===== src/rtl/core/bbf_pkg.sv =====
`timescale 1ns / 1ps

package bbf_pkg;

    // transport packet and frame geometry
    localparam int PACKET_BYTES        = 188;
    localparam int MAX_FIELD_BYTES_DEF = 7264;
    localparam int MIN_KBCH            = 3072;
    localparam int HDR_BYTES           = 10;

    // header constants
    localparam logic [7:0]  SYNC_BYTE = 8'h47;
    localparam logic [7:0]  PAD_BYTE  = 8'hB8;
    localparam logic [7:0]  CRC_POLY  = 8'hD5;
    localparam logic [15:0] UPL_BITS  = 16'(PACKET_BYTES * 8);
    localparam logic [1:0]  MATYPE_TS = 2'b11;

    // header byte positions
    localparam logic [3:0] HDR_MATYPE1 = 4'd0;
    localparam logic [3:0] HDR_MATYPE2 = 4'd1;
    localparam logic [3:0] HDR_UPL_HI  = 4'd2;
    localparam logic [3:0] HDR_UPL_LO  = 4'd3;
    localparam logic [3:0] HDR_DFL_HI  = 4'd4;
    localparam logic [3:0] HDR_DFL_LO  = 4'd5;
    localparam logic [3:0] HDR_SYNC    = 4'd6;
    localparam logic [3:0] HDR_SYNCD_H = 4'd7;
    localparam logic [3:0] HDR_SYNCD_L = 4'd8;
    localparam logic [3:0] HDR_CRC     = 4'd9;
    localparam logic [3:0] HDR_DONE    = 4'(HDR_BYTES);

    // byte kinds on the output
    localparam logic [1:0] KIND_HDR  = 2'd0;
    localparam logic [1:0] KIND_DATA = 2'd1;
    localparam logic [1:0] KIND_PAD  = 2'd2;

    // configuration register indexes
    localparam logic [1:0] REG_FRAME_BITS = 2'd0;
    localparam logic [1:0] REG_ADAPTIVE   = 2'd1;
    localparam logic [1:0] REG_ROLL_OFF   = 2'd2;
    localparam logic [1:0] REG_STREAM_ID  = 2'd3;

    // roll-off codes
    localparam logic [1:0] RO_35    = 2'd0;
    localparam logic [1:0] RO_25    = 2'd1;
    localparam logic [1:0] RO_OTHER = 2'd2;

    // exact floor(f / 188) for f below 2**14 by reciprocal multiply
    localparam int RECIP_SHIFT = 22;
    localparam int RECIP_W     = 15;
    localparam int RECIP       = (2 ** RECIP_SHIFT) / PACKET_BYTES + 1;

    // cycles the derived frame values need after a register write
    localparam logic [2:0] SETTLE_CYCLES = 3'd4;

    // header settings seen by the back end
    typedef struct packed {
        logic        adaptive;
        logic [1:0]  ro_code;
        logic [7:0]  stream_id;
        logic [15:0] dfl;
    } hdr_cfg_t;

    // one classified input beat
    typedef struct packed {
        logic       hdr;
        logic [1:0] kind;
        logic [7:0] data;
        logic       last;
    } entry_t;

    function automatic logic [7:0] crc8_update(input logic [7:0] crc, input logic [7:0] b);
        logic [7:0] c;
        c = crc ^ b;
        for (int i = 0; i < 8; i++)
        begin
            if (c[7])
            begin
                c = {c[6:0], 1'b0} ^ CRC_POLY;
            end
            else
            begin
                c = {c[6:0], 1'b0};
            end
        end
        return c;
    endfunction

endpackage


===== src/rtl/core/bbf_cfg.sv =====
`timescale 1ns / 1ps

module bbf_cfg
    import bbf_pkg::*;
#(
    parameter int MAX_FIELD_BYTES = MAX_FIELD_BYTES_DEF,
    parameter int FB_W            = $clog2(MAX_FIELD_BYTES + 1)
)
(
    input  logic            clk,
    input  logic            rst_n,
    input  logic            cfg_wr_en,
    input  logic [1:0]      cfg_index,
    input  logic [15:0]     cfg_data,
    output logic            busy,
    output logic [FB_W-1:0] field_bytes,
    output logic [FB_W-1:0] whole_bytes,
    output hdr_cfg_t        hdr_cfg
);

    localparam int Q_W      = $clog2(MAX_FIELD_BYTES / PACKET_BYTES + 1);
    localparam int KB_W     = 15;
    localparam int P_W      = FB_W + RECIP_W;
    localparam int KB_MIN   = MIN_KBCH / 8;
    localparam int KB_MAX   = MAX_FIELD_BYTES + HDR_BYTES;

    logic [15:0]     frame_bits_reg;
    logic            adaptive_reg;
    logic [6:0]      roll_off_reg;
    logic [7:0]      stream_id_reg;
    logic [2:0]      settle_reg;
    logic [FB_W-1:0] field_reg;
    logic [Q_W-1:0]  quot_reg;
    logic [FB_W-1:0] whole_reg;

    logic [KB_W-1:0] kb;
    logic [KB_W-1:0] kb_clamp;
    logic [FB_W-1:0] field_next;
    logic [P_W-1:0]  prod;
    logic [Q_W-1:0]  quot_next;
    logic [FB_W-1:0] whole_next;

    always_ff @(posedge clk or negedge rst_n)
    begin
        if (!rst_n)
        begin
            frame_bits_reg <= 16'd58192;
            adaptive_reg   <= 1'b1;
            roll_off_reg   <= 7'd20;
            stream_id_reg  <= 8'd0;
            settle_reg     <= SETTLE_CYCLES;
        end
        else
        begin
            if (cfg_wr_en)
            begin
                settle_reg <= SETTLE_CYCLES;
                unique case (cfg_index)
                    REG_FRAME_BITS: frame_bits_reg <= cfg_data;
                    REG_ADAPTIVE:   adaptive_reg   <= cfg_data[0];
                    REG_ROLL_OFF:   roll_off_reg   <= cfg_data[6:0];
                    REG_STREAM_ID:  stream_id_reg  <= cfg_data[7:0];
                    default:        settle_reg     <= SETTLE_CYCLES;
                endcase
            end
            else if (settle_reg != 3'd0)
            begin
                settle_reg <= settle_reg - 3'd1;
            end
        end
    end

    // low three bits ignored, length clamped to the legal range
    always_comb
    begin
        kb = KB_W'(frame_bits_reg[15:3]);
        if (kb < KB_W'(KB_MIN))
        begin
            kb_clamp = KB_W'(KB_MIN);
        end
        else if (kb > KB_W'(KB_MAX))
        begin
            kb_clamp = KB_W'(KB_MAX);
        end
        else
        begin
            kb_clamp = kb;
        end
        field_next = FB_W'(kb_clamp - KB_W'(HDR_BYTES));
        prod       = P_W'(field_reg) * P_W'(RECIP);
        quot_next  = Q_W'(prod >> RECIP_SHIFT);
        whole_next = FB_W'(quot_reg) * FB_W'(PACKET_BYTES);
    end

    always_ff @(posedge clk)
    begin
        field_reg <= field_next;
        quot_reg  <= quot_next;
        whole_reg <= whole_next;
    end

    assign busy        = (settle_reg != 3'd0);
    assign field_bytes = field_reg;
    assign whole_bytes = whole_reg;

    always_comb
    begin
        hdr_cfg.adaptive  = adaptive_reg;
        hdr_cfg.stream_id = stream_id_reg;
        hdr_cfg.dfl       = 16'({field_reg, 3'b000});
        if (roll_off_reg == 7'd35)
        begin
            hdr_cfg.ro_code = RO_35;
        end
        else if (roll_off_reg == 7'd25)
        begin
            hdr_cfg.ro_code = RO_25;
        end
        else
        begin
            hdr_cfg.ro_code = RO_OTHER;
        end
    end

endmodule


===== src/rtl/core/bbf_front.sv =====
`timescale 1ns / 1ps

module bbf_front
    import bbf_pkg::*;
#(
    parameter int MAX_FIELD_BYTES = MAX_FIELD_BYTES_DEF,
    parameter int FB_W            = $clog2(MAX_FIELD_BYTES + 1),
    parameter int POS_W           = $clog2(MAX_FIELD_BYTES)
)
(
    input  logic            clk,
    input  logic            rst_n,
    input  logic            ts_valid,
    output logic            ts_ready,
    input  logic [7:0]      ts_byte,
    input  logic            busy,
    input  logic [FB_W-1:0] field_bytes,
    input  logic [FB_W-1:0] whole_bytes,
    input  logic            q_full,
    output logic            push,
    output entry_t          push_entry
);

    logic [POS_W-1:0] pos_reg;
    logic [POS_W-1:0] pos_next;
    logic [FB_W:0]    pos_plus;
    logic             last;
    logic             in_whole;

    assign ts_ready = !q_full && !busy;
    assign push     = ts_valid && ts_ready;

    always_comb
    begin
        pos_plus = (FB_W + 1)'(pos_reg) + (FB_W + 1)'(1);
        last     = (pos_plus >= (FB_W + 1)'(field_bytes));
        in_whole = (FB_W'(pos_reg) < whole_bytes);
        pos_next = last ? '0 : POS_W'(pos_plus);

        push_entry.hdr  = (pos_reg == '0);
        push_entry.last = last;
        if (in_whole)
        begin
            push_entry.kind = KIND_DATA;
            push_entry.data = ts_byte;
        end
        else
        begin
            push_entry.kind = KIND_PAD;
            push_entry.data = PAD_BYTE;
        end
    end

    always_ff @(posedge clk or negedge rst_n)
    begin
        if (!rst_n)
        begin
            pos_reg <= '0;
        end
        else if (push)
        begin
            pos_reg <= pos_next;
        end
    end

endmodule


===== src/rtl/core/bbf_queue.sv =====
`timescale 1ns / 1ps

module bbf_queue
    import bbf_pkg::*;
(
    input  logic   clk,
    input  logic   rst_n,
    input  logic   push,
    input  entry_t push_entry,
    input  logic   pop,
    output logic   full,
    output logic   empty,
    output entry_t head
);

    entry_t     slot_reg [2];
    logic       wr_ptr_reg;
    logic       rd_ptr_reg;
    logic [1:0] count_reg;

    assign full  = (count_reg == 2'd2);
    assign empty = (count_reg == 2'd0);
    assign head  = slot_reg[rd_ptr_reg];

    always_ff @(posedge clk)
    begin
        if (push)
        begin
            slot_reg[wr_ptr_reg] <= push_entry;
        end
    end

    always_ff @(posedge clk or negedge rst_n)
    begin
        if (!rst_n)
        begin
            wr_ptr_reg <= 1'b0;
            rd_ptr_reg <= 1'b0;
            count_reg  <= 2'd0;
        end
        else
        begin
            if (push)
            begin
                wr_ptr_reg <= !wr_ptr_reg;
            end
            if (pop)
            begin
                rd_ptr_reg <= !rd_ptr_reg;
            end
            if (push && !pop)
            begin
                count_reg <= count_reg + 2'd1;
            end
            else if (pop && !push)
            begin
                count_reg <= count_reg - 2'd1;
            end
        end
    end

endmodule


===== src/rtl/core/bbf_back.sv =====
`timescale 1ns / 1ps

module bbf_back
    import bbf_pkg::*;
(
    input  logic       clk,
    input  logic       rst_n,
    input  logic       empty,
    input  entry_t     head,
    input  hdr_cfg_t   hdr_cfg,
    output logic       pop,
    output logic       out_valid,
    input  logic       out_ready,
    output logic [7:0] out_byte,
    output logic [1:0] byte_kind,
    output logic       frame_last
);

    logic [3:0] hdr_idx_reg;
    logic [7:0] crc_reg;
    logic       out_valid_reg;
    logic [7:0] out_byte_reg;
    logic [1:0] byte_kind_reg;
    logic       frame_last_reg;

    logic       advance;
    logic       hdr_phase;
    logic [7:0] crc_base;
    logic [7:0] hdr_byte;

    assign advance   = !empty && (!out_valid_reg || out_ready);
    assign hdr_phase = head.hdr && (hdr_idx_reg != HDR_DONE);
    assign pop       = advance && !hdr_phase;
    assign crc_base  = (hdr_idx_reg == HDR_MATYPE1) ? 8'd0 : crc_reg;

    always_comb
    begin
        unique case (hdr_idx_reg)
            HDR_MATYPE1: hdr_byte = {MATYPE_TS, 1'b1, hdr_cfg.adaptive, 2'b00, hdr_cfg.ro_code};
            HDR_MATYPE2: hdr_byte = hdr_cfg.stream_id;
            HDR_UPL_HI:  hdr_byte = UPL_BITS[15:8];
            HDR_UPL_LO:  hdr_byte = UPL_BITS[7:0];
            HDR_DFL_HI:  hdr_byte = hdr_cfg.dfl[15:8];
            HDR_DFL_LO:  hdr_byte = hdr_cfg.dfl[7:0];
            HDR_SYNC:    hdr_byte = SYNC_BYTE;
            HDR_SYNCD_H: hdr_byte = 8'd0;
            HDR_SYNCD_L: hdr_byte = 8'd0;
            HDR_CRC:     hdr_byte = crc_reg;
            default:     hdr_byte = 8'd0;
        endcase
    end

    always_ff @(posedge clk or negedge rst_n)
    begin
        if (!rst_n)
        begin
            hdr_idx_reg   <= HDR_MATYPE1;
            out_valid_reg <= 1'b0;
        end
        else
        begin
            if (advance)
            begin
                out_valid_reg <= 1'b1;
                if (hdr_phase)
                begin
                    hdr_idx_reg <= hdr_idx_reg + 4'd1;
                end
                else
                begin
                    hdr_idx_reg <= HDR_MATYPE1;
                end
            end
            else if (out_ready)
            begin
                out_valid_reg <= 1'b0;
            end
        end
    end

    // output beat register and running crc over the header, one byte per beat
    always_ff @(posedge clk)
    begin
        if (advance)
        begin
            if (hdr_phase)
            begin
                crc_reg        <= crc8_update(crc_base, hdr_byte);
                out_byte_reg   <= hdr_byte;
                byte_kind_reg  <= KIND_HDR;
                frame_last_reg <= 1'b0;
            end
            else
            begin
                out_byte_reg   <= head.data;
                byte_kind_reg  <= head.kind;
                frame_last_reg <= head.last;
            end
        end
    end

    assign out_valid  = out_valid_reg;
    assign out_byte   = out_byte_reg;
    assign byte_kind  = byte_kind_reg;
    assign frame_last = frame_last_reg;

endmodule


===== src/rtl/core/dvbs2_baseband_framer_unit.sv =====
`timescale 1ns / 1ps

// dvb-s2 baseband framer: packs an mpeg transport stream into bbframes, byte wide
// input channel ts_valid/ts_ready/ts_byte takes one transport byte per beat
// output channel out_valid/out_ready carries out_byte, byte_kind and frame_last;
//   each frame is the 10-byte bbheader (kind header, crc-8 last) followed by
//   (kbch-80)/8 data field bytes: whole packets pass through, the remainder
//   of the field is consumed from the input and sent as 0xB8 pad bytes
// configuration: cfg_wr_en with cfg_index/cfg_data writes one register per cycle;
//   write only while the block is idle
// an input beat is held in the queue and then in the output register before it is offered at the output
// throughput: one byte per cycle through the data field while out_ready is high; the
//   header adds ten output beats per frame, during which the two-entry queue fills
//   and ts_ready drops
// after reset, and after any register write, ts_ready is low
//   while the frame length, packet count and dfl are recomputed
// when the receiver holds out_ready low the output register holds its beat,
//   the queue takes at most two more beats and ts_ready falls
module dvbs2_baseband_framer_unit
    import bbf_pkg::*;
#(
    parameter int MAX_FIELD_BYTES = MAX_FIELD_BYTES_DEF
)
(
    input  logic        clk,
    input  logic        rst_n,
    input  logic        cfg_wr_en,
    input  logic [1:0]  cfg_index,
    input  logic [15:0] cfg_data,
    input  logic        ts_valid,
    output logic        ts_ready,
    input  logic [7:0]  ts_byte,
    output logic        out_valid,
    input  logic        out_ready,
    output logic [7:0]  out_byte,
    output logic [1:0]  byte_kind,
    output logic        frame_last
);

    localparam int FB_W  = $clog2(MAX_FIELD_BYTES + 1);
    localparam int POS_W = $clog2(MAX_FIELD_BYTES);

    logic            busy;
    logic [FB_W-1:0] field_bytes;
    logic [FB_W-1:0] whole_bytes;
    hdr_cfg_t        hdr_cfg;
    logic            push;
    entry_t          push_entry;
    logic            pop;
    logic            q_full;
    logic            q_empty;
    entry_t          q_head;

    // registers and derived frame geometry
    bbf_cfg #(
        .MAX_FIELD_BYTES (MAX_FIELD_BYTES),
        .FB_W            (FB_W)
    ) u_cfg (
        .clk         (clk),
        .rst_n       (rst_n),
        .cfg_wr_en   (cfg_wr_en),
        .cfg_index   (cfg_index),
        .cfg_data    (cfg_data),
        .busy        (busy),
        .field_bytes (field_bytes),
        .whole_bytes (whole_bytes),
        .hdr_cfg     (hdr_cfg)
    );

    // front: tracks position in the data field, classifies data or pad
    bbf_front #(
        .MAX_FIELD_BYTES (MAX_FIELD_BYTES),
        .FB_W            (FB_W),
        .POS_W           (POS_W)
    ) u_front (
        .clk         (clk),
        .rst_n       (rst_n),
        .ts_valid    (ts_valid),
        .ts_ready    (ts_ready),
        .ts_byte     (ts_byte),
        .busy        (busy),
        .field_bytes (field_bytes),
        .whole_bytes (whole_bytes),
        .q_full      (q_full),
        .push        (push),
        .push_entry  (push_entry)
    );

    // decouples the front from header insertion and output stalls
    bbf_queue u_queue (
        .clk        (clk),
        .rst_n      (rst_n),
        .push       (push),
        .push_entry (push_entry),
        .pop        (pop),
        .full       (q_full),
        .empty      (q_empty),
        .head       (q_head)
    );

    // back: inserts the header and crc ahead of the first field byte
    bbf_back u_back (
        .clk        (clk),
        .rst_n      (rst_n),
        .empty      (q_empty),
        .head       (q_head),
        .hdr_cfg    (hdr_cfg),
        .pop        (pop),
        .out_valid  (out_valid),
        .out_ready  (out_ready),
        .out_byte   (out_byte),
        .byte_kind  (byte_kind),
        .frame_last (frame_last)
    );

endmodule


===== config.mk =====
export PLATFORM = sky130hd
export DESIGN_NAME = dvbs2_baseband_framer_unit
export DESIGN_NICKNAME = d
export VERILOG_FILES = /design/src/rtl/core/bbf_pkg.sv /design/src/rtl/core/bbf_cfg.sv /design/src/rtl/core/bbf_front.sv /design/src/rtl/core/bbf_queue.sv /design/src/rtl/core/bbf_back.sv /design/src/rtl/core/dvbs2_baseband_framer_unit.sv
export SDC_FILE = /design/constraint.sdc
export NUM_CORES = 1
export LEC_CHECK = 0
export BUFFER_PORTS_ARGS = -buffer_cell sky130_fd_sc_hd__buf_2
export CAP_MARGIN = 0
export CORE_UTILIZATION = 64
export DETAILED_ROUTE_END_ITERATION = 8
export PLACE_DENSITY = 0.83
export REMOVE_ABC_BUFFERS = 1
export SLEW_MARGIN = 20
export SYNTH_ARGS = -nofsm -noshare
export SYNTH_HDL_FRONTEND = slang
export SYNTH_SLANG_ARGS = --single-unit

===== constraint.sdc =====
create_clock -name clk -period 5.95 [get_ports clk]
set_input_delay 0.595 -clock clk [delete_from_list [all_inputs] [get_ports clk]]
set_output_delay 0.595 -clock clk [all_outputs]
set_load 0.01 [all_outputs]

[Yosys cells after proc, flatten, opt, wreduce, memory -nomap -nowiden]
Memories as Yosys holds them, arrays and structs flattened.
Index checks and enable logic that the tools add are counted.
Operators by class
  eq/ne operators: 14
  reduce and logical (&&, ||, !) cells: 30
  bitwise operators: 9
  order comparisons: 4
  add/subtract/negate cells: 6
  multiplexer cells: 40
  multiply operators: 2
Operator list (number)
  2-to-1 mux 8 bit: 24
  case mux 8 bit (8 select lines): 1
  NOT 5 bit: 8
  2-to-1 mux 13 bit: 3
  multiplier 13 x 15 -> 28 bit, second input constant: 1
  adder 13 x 1 -> 14 bit, second input constant: 1
  greater-or-equal comparator 14 x 13 -> 1 bit: 1
  > comparator 13 bit, second input constant: 1
  zero test 13 bit: 1
  < comparator 13 bit: 1
  < comparator 13 x 9 -> 1 bit, second input constant: 1
  subtractor 13 x 4 -> 13 bit, second input constant: 1
  == test 4 x 3 -> 1 bit, second input constant: 3
  multiplier 6 x 6 -> 11 bit, second input constant: 1
  2-to-1 mux 10 bit: 1
  AND reduction 2 bit: 5
  zero test 1 bit: 9
  == test 4 x 2 -> 1 bit, second input constant: 2
  2-to-1 mux 2 bit: 4
  XOR 8 bit: 1
  == test 7 x 5 -> 1 bit, second input constant: 1
  == test 7 x 6 -> 1 bit, second input constant: 1
  logical AND 1 bit: 7
  == test 2 bit, second input constant: 3
  16 further kinds: 23
Storage, ports and cells
  input port bits: 31
  logic and storage cells: 125
  flip-flop bits (word level): 106
  RAM bits: 24
  memories: 1
  output and inout port bits: 13
Memories
  u_queue.slot_reg: depth 2, bits a word 12, read ports 1, clocked after Yosys merged registers in 0, wr ports 1, RTL line bbf_queue.sv:16  | entry_t slot_reg [2];

[Logic depth before layout (Yosys ltp)]
  depth after elaboration: 35
  mapped depth: 18
  depth with buffers taken out: 18

[Cells and area by module]
From an unflattened synthesis, not the netlist that was laid out.
Unflattened totals
  cell total of the unflattened synthesis: 1035
  area, all modules: 10881.7 um2
By module, submodules not included
  bbf_cfg: cells each 636, area each 6606.3 um2, seq. area each 1415.1 um2, instances 1
  bbf_back: cells each 162, area each 1716.6 um2, seq. area each 695.7 um2, instances 1
  bbf_front: cells each 184, area each 1471.4 um2, seq. area each 325.3 um2, instances 1
  bbf_queue: cells each 53, area each 1087.3 um2, seq. area each 820.8 um2, instances 1

[Worst setup path after synthesis]
Ideal clock, no wire load.
  path kind: reg2reg
  from: register u_cfg.field_reg[2], in the netlist u_cfg.field_bytes[2]
  to: register u_cfg.quot_reg[2]
  arrival: 4962 ps
  cell stages (with the launch flop): 18
  path buffers: 0
  data required time: 5828 ps
  clock period less this slack: 5084 ps
  library setup time: 122 ps
  setup slack: 866 ps
  cell sequence: dfxtp_1 > fa_1 > ha_1 > inv_1 > fa_1 > inv_1 > fa_1 > inv_1 > fa_1 > inv_1 > ha_1 > and4_1 > a2111oi_0 > o221ai_1 > a311o_1 > a221oi_1 > o2111ai_1 > o311a_1
On the way
  word-level cells in the longest chain between the ends: 1
Ends and longest elaborated chain
  start, declared: RTL line bbf_cfg.sv:32  | logic [FB_W-1:0] field_reg;
  start signal, assigned: RTL line bbf_cfg.sv:97  | field_reg <= field_next;
  multiplier 13 x 15 -> 28 bit: RTL line bbf_cfg.sv:90  | prod = P_W'(field_reg) * P_W'(RECIP);
  named net u_cfg.prod[24]: RTL line bbf_cfg.sv:39  | logic [P_W-1:0] prod;
  end signal, assigned: RTL line bbf_cfg.sv:98  | quot_reg <= quot_next;
  end, declared: RTL line bbf_cfg.sv:33  | logic [Q_W-1:0] quot_reg;
The timed path passes the listed nets, and every way through them passes these cells.
A chain may end at the register's enable or synchronous reset.

[Final worst setup path]
Ends and elaborated chain as after synthesis.

==> impl_metrics.yaml <==
status:
  status: "completed"
sta:
  finalSetupViolCount: 0
  relSlewSlack_pct: 32.9
  fin_crit_ns: 5.48
  fmax_ghz: 0.182
  fin_crit_sh_pct: 92.1
  tightest_slew_ns: 1.00
  finalHoldViolations: 0
  clock_skew_ns: 0.00728
  drv_slew: 0
placement:
  dp_hpwl_mm: 17.5
  place_congestion: 0.922
  io_buffers: 43
  dp.cells: 1261
finish:
  largest_reg_flops: 24
  final_cells: 1294
  multi_input_area_um2: 6510
  nets: 1318
  drive_gt1_share_pct: 12.9
  final-seq-area_um2: 3260
  fillers: 1111
  syn_to_final_growth_pct: 9.79
  final_util_pct: 72.5
  num_antenna_cells: 0
worst_setup_path:
  path_class: "reg -> reg"
  crit-reg2reg-capture: "u_cfg.quot_reg[2]$_DFF_P_"
  crit_path_max_fanout: 9
  reg2reg_from: "u_cfg.field_bytes[2]$_DFF_P_"
  regToRegSetupSlack_ns: 0.47
  cp.arrival_ns: 5.79
  crit_start: "u_cfg.field_bytes[2]$_DFF_P_"
  startpoint_type: "register"
  rr_worst_depth: 18
  required_ns: 6.26
  endpoint_kind: "register"
drt:
  drt_iter0_drc: 549
  ant_nets: 0
  met1_length_mm: 9.91
  wl_per_cell_um: 17.6
  dr.pass1.iters: 5
  drt_wl_total_mm: 22.8
  via_per_inst: 5.83
  drc_errors: 0
  wl_met3_mm: 1.35
  via_count: 7542
  dr_wl_met2_mm: 11.0
  dr.max_layer_used: "met4"
floorplan:
  initial_core_util_pct: 66.0
  die_w_um: 130
  die-area_um2: 17000
  rows: 46
  die_h_um: 130
  ios: 44
  coreArea_um2: 15900
grt:
  antenna_found_initial: 0
  grt_usage_pct: 28.7
  grt-ovfl-total: 0
  grt_pass1_wl_mm: 37.1
  grt_max_degree: 55
  grt_pass1_vias: 7575
logic_synthesis:
  ys_top_cells_by_count: "inv_1, ha_1, fa_1"
  yosysTopAreaCellShare_pct: 17.7
  yosysMostFrequentCell: "inv_1"
  synth_top_cell_by_area: "ha_1"
  yosys.cell_types.count: 74
  synthFlopType: "edfxtp_1"
  syn_avg_cell_area_um2: 10.3
  synth_cells: 1022
  synth_seq_cells: 127
  synth_edf_count: 43
  synth_area_leaders: "ha_1, fa_1, edfxtp_1"
  yosysWarnings: 0
  syn_area_um2: 10500
  synthArstFlopShare_pct: 42.5
  synth-seq-area-share_pct: 30.9
clocking:
  cts_buffers: 17
  cts_buffer_depth: 2
  cts_resized: 0
  cts.sinks: 127
  holdBufCountCts: 0
  cts_tree: "yes"
  cts_root_buf: "clkbuf_16"
  cts.htree.levels: 4
  worstSkewPairLatency_ns: 0.42
  clk_pin_slew_ns: 0.06
min_path:
  hold_class: "in -> async"
job:
  drv_cap: 0
-- repair_timing --
item,in CTS,in global routing
setup endpoints to repair,0,3
hold endpoints to repair,0,0
setup buffers,0,1
-- worst max-delay path by stage --
stage | endpoint | cells past startpoint | slack (ns)
floorplan | u_cfg.quot_reg[2]$_DFF_P_ | 17 | 0.87
global placement | u_cfg.quot_reg[2]$_DFF_P_ | 17 | 0.57
detailed placement | u_cfg.quot_reg[2]$_DFF_P_ | 17 | 0.44
CTS | u_cfg.quot_reg[2]$_DFF_P_ | 17 | 0.44
global route | u_cfg.quot_reg[2]$_DFF_P_ | 18 | -0.008
finish | u_cfg.quot_reg[2]$_DFF_P_ | 18 | 0.47
-- cells by family (layout without fill, tap and decap cells) --
group,Yosys count,in the layout,share of synthesized area (%)
simple gates,204,204,9.78
fa+ha+maj,222,222,31.6
xor+xnor,55,55,5.04
mux,50,50,5.12
compound gates,165,165,10.2
buf+inv,199,255,7.31
flops,127,127,30.9
-- critical path: stages, from the launching register on --
cell       delay (ns)
dfxtp_1          0.56
fa_1             0.49
ha_1             0.31
inv_1            0.06
fa_1             0.50
inv_1            0.05
fa_1             0.47
inv_1            0.05
fa_1             0.53
inv_1            0.04
ha_1             0.29
and4_1           0.19
a2111oi_0        0.38
o221ai_1         0.21
buf_4            0.19
a311o_1          0.31
a221oi_1         0.42
o2111ai_1        0.18
o311a_1          0.15
-- per-stage QoR --
step                setup TNS [ns]  worst slack, ns  instance area, um^2  hold WS, ns
CTS                              0            0.437                11500        0.322
finish                           0            0.470                11600        0.293
detailed placement               0            0.441                10900        0.459
floorplan                        0            0.866                10400        0.299
global route              -0.00833         -0.00833                11600        0.375
global placement                 0            0.569                10900        0.468
-- per-layer routing --
layer | global-route usage [%] | vias up
li1 | - | 3549
met1 | 38.7 | 3665
met2 | 48.2 | 279
met3 | 4.14 | 49
met4 | 8.55 | 0
met5 | 0 | -
-- final cells by class --
cell class	count	area share, %
well taps	216	2.34
clock inverters	15	1.66
flip-flops and latches	127	28.2
multi-input cells	696	56.3
repair buffers	47	2.12
clock buffers	17	3.68
inverters	176	5.72
-- cells in the final DEF, fill, tap and decap left out, drive strengths merged, types with 6 or more instances in the layout --
cell type    n
edfxtp      43
a21o        16
dfrtp       43
buf         47
a21oi       40
mux2        31
a211oi      11
nor4         8
xor2        17
fa          73
xnor2       38
mux2i       19
and3         6
and2         8
dfxtp       30
a31oi        6
o21ai       41
nand3       20
nor2        44
nor2b        9
nand2       54
nand2b      19
ha         149
clkbuf      17
inv        185
nor3        10
o22ai        7
dfstp       11
Power is left out: the tool's default activity adds up to more than one toggle a clock period on the data nets, which glitch-free logic cannot reach.
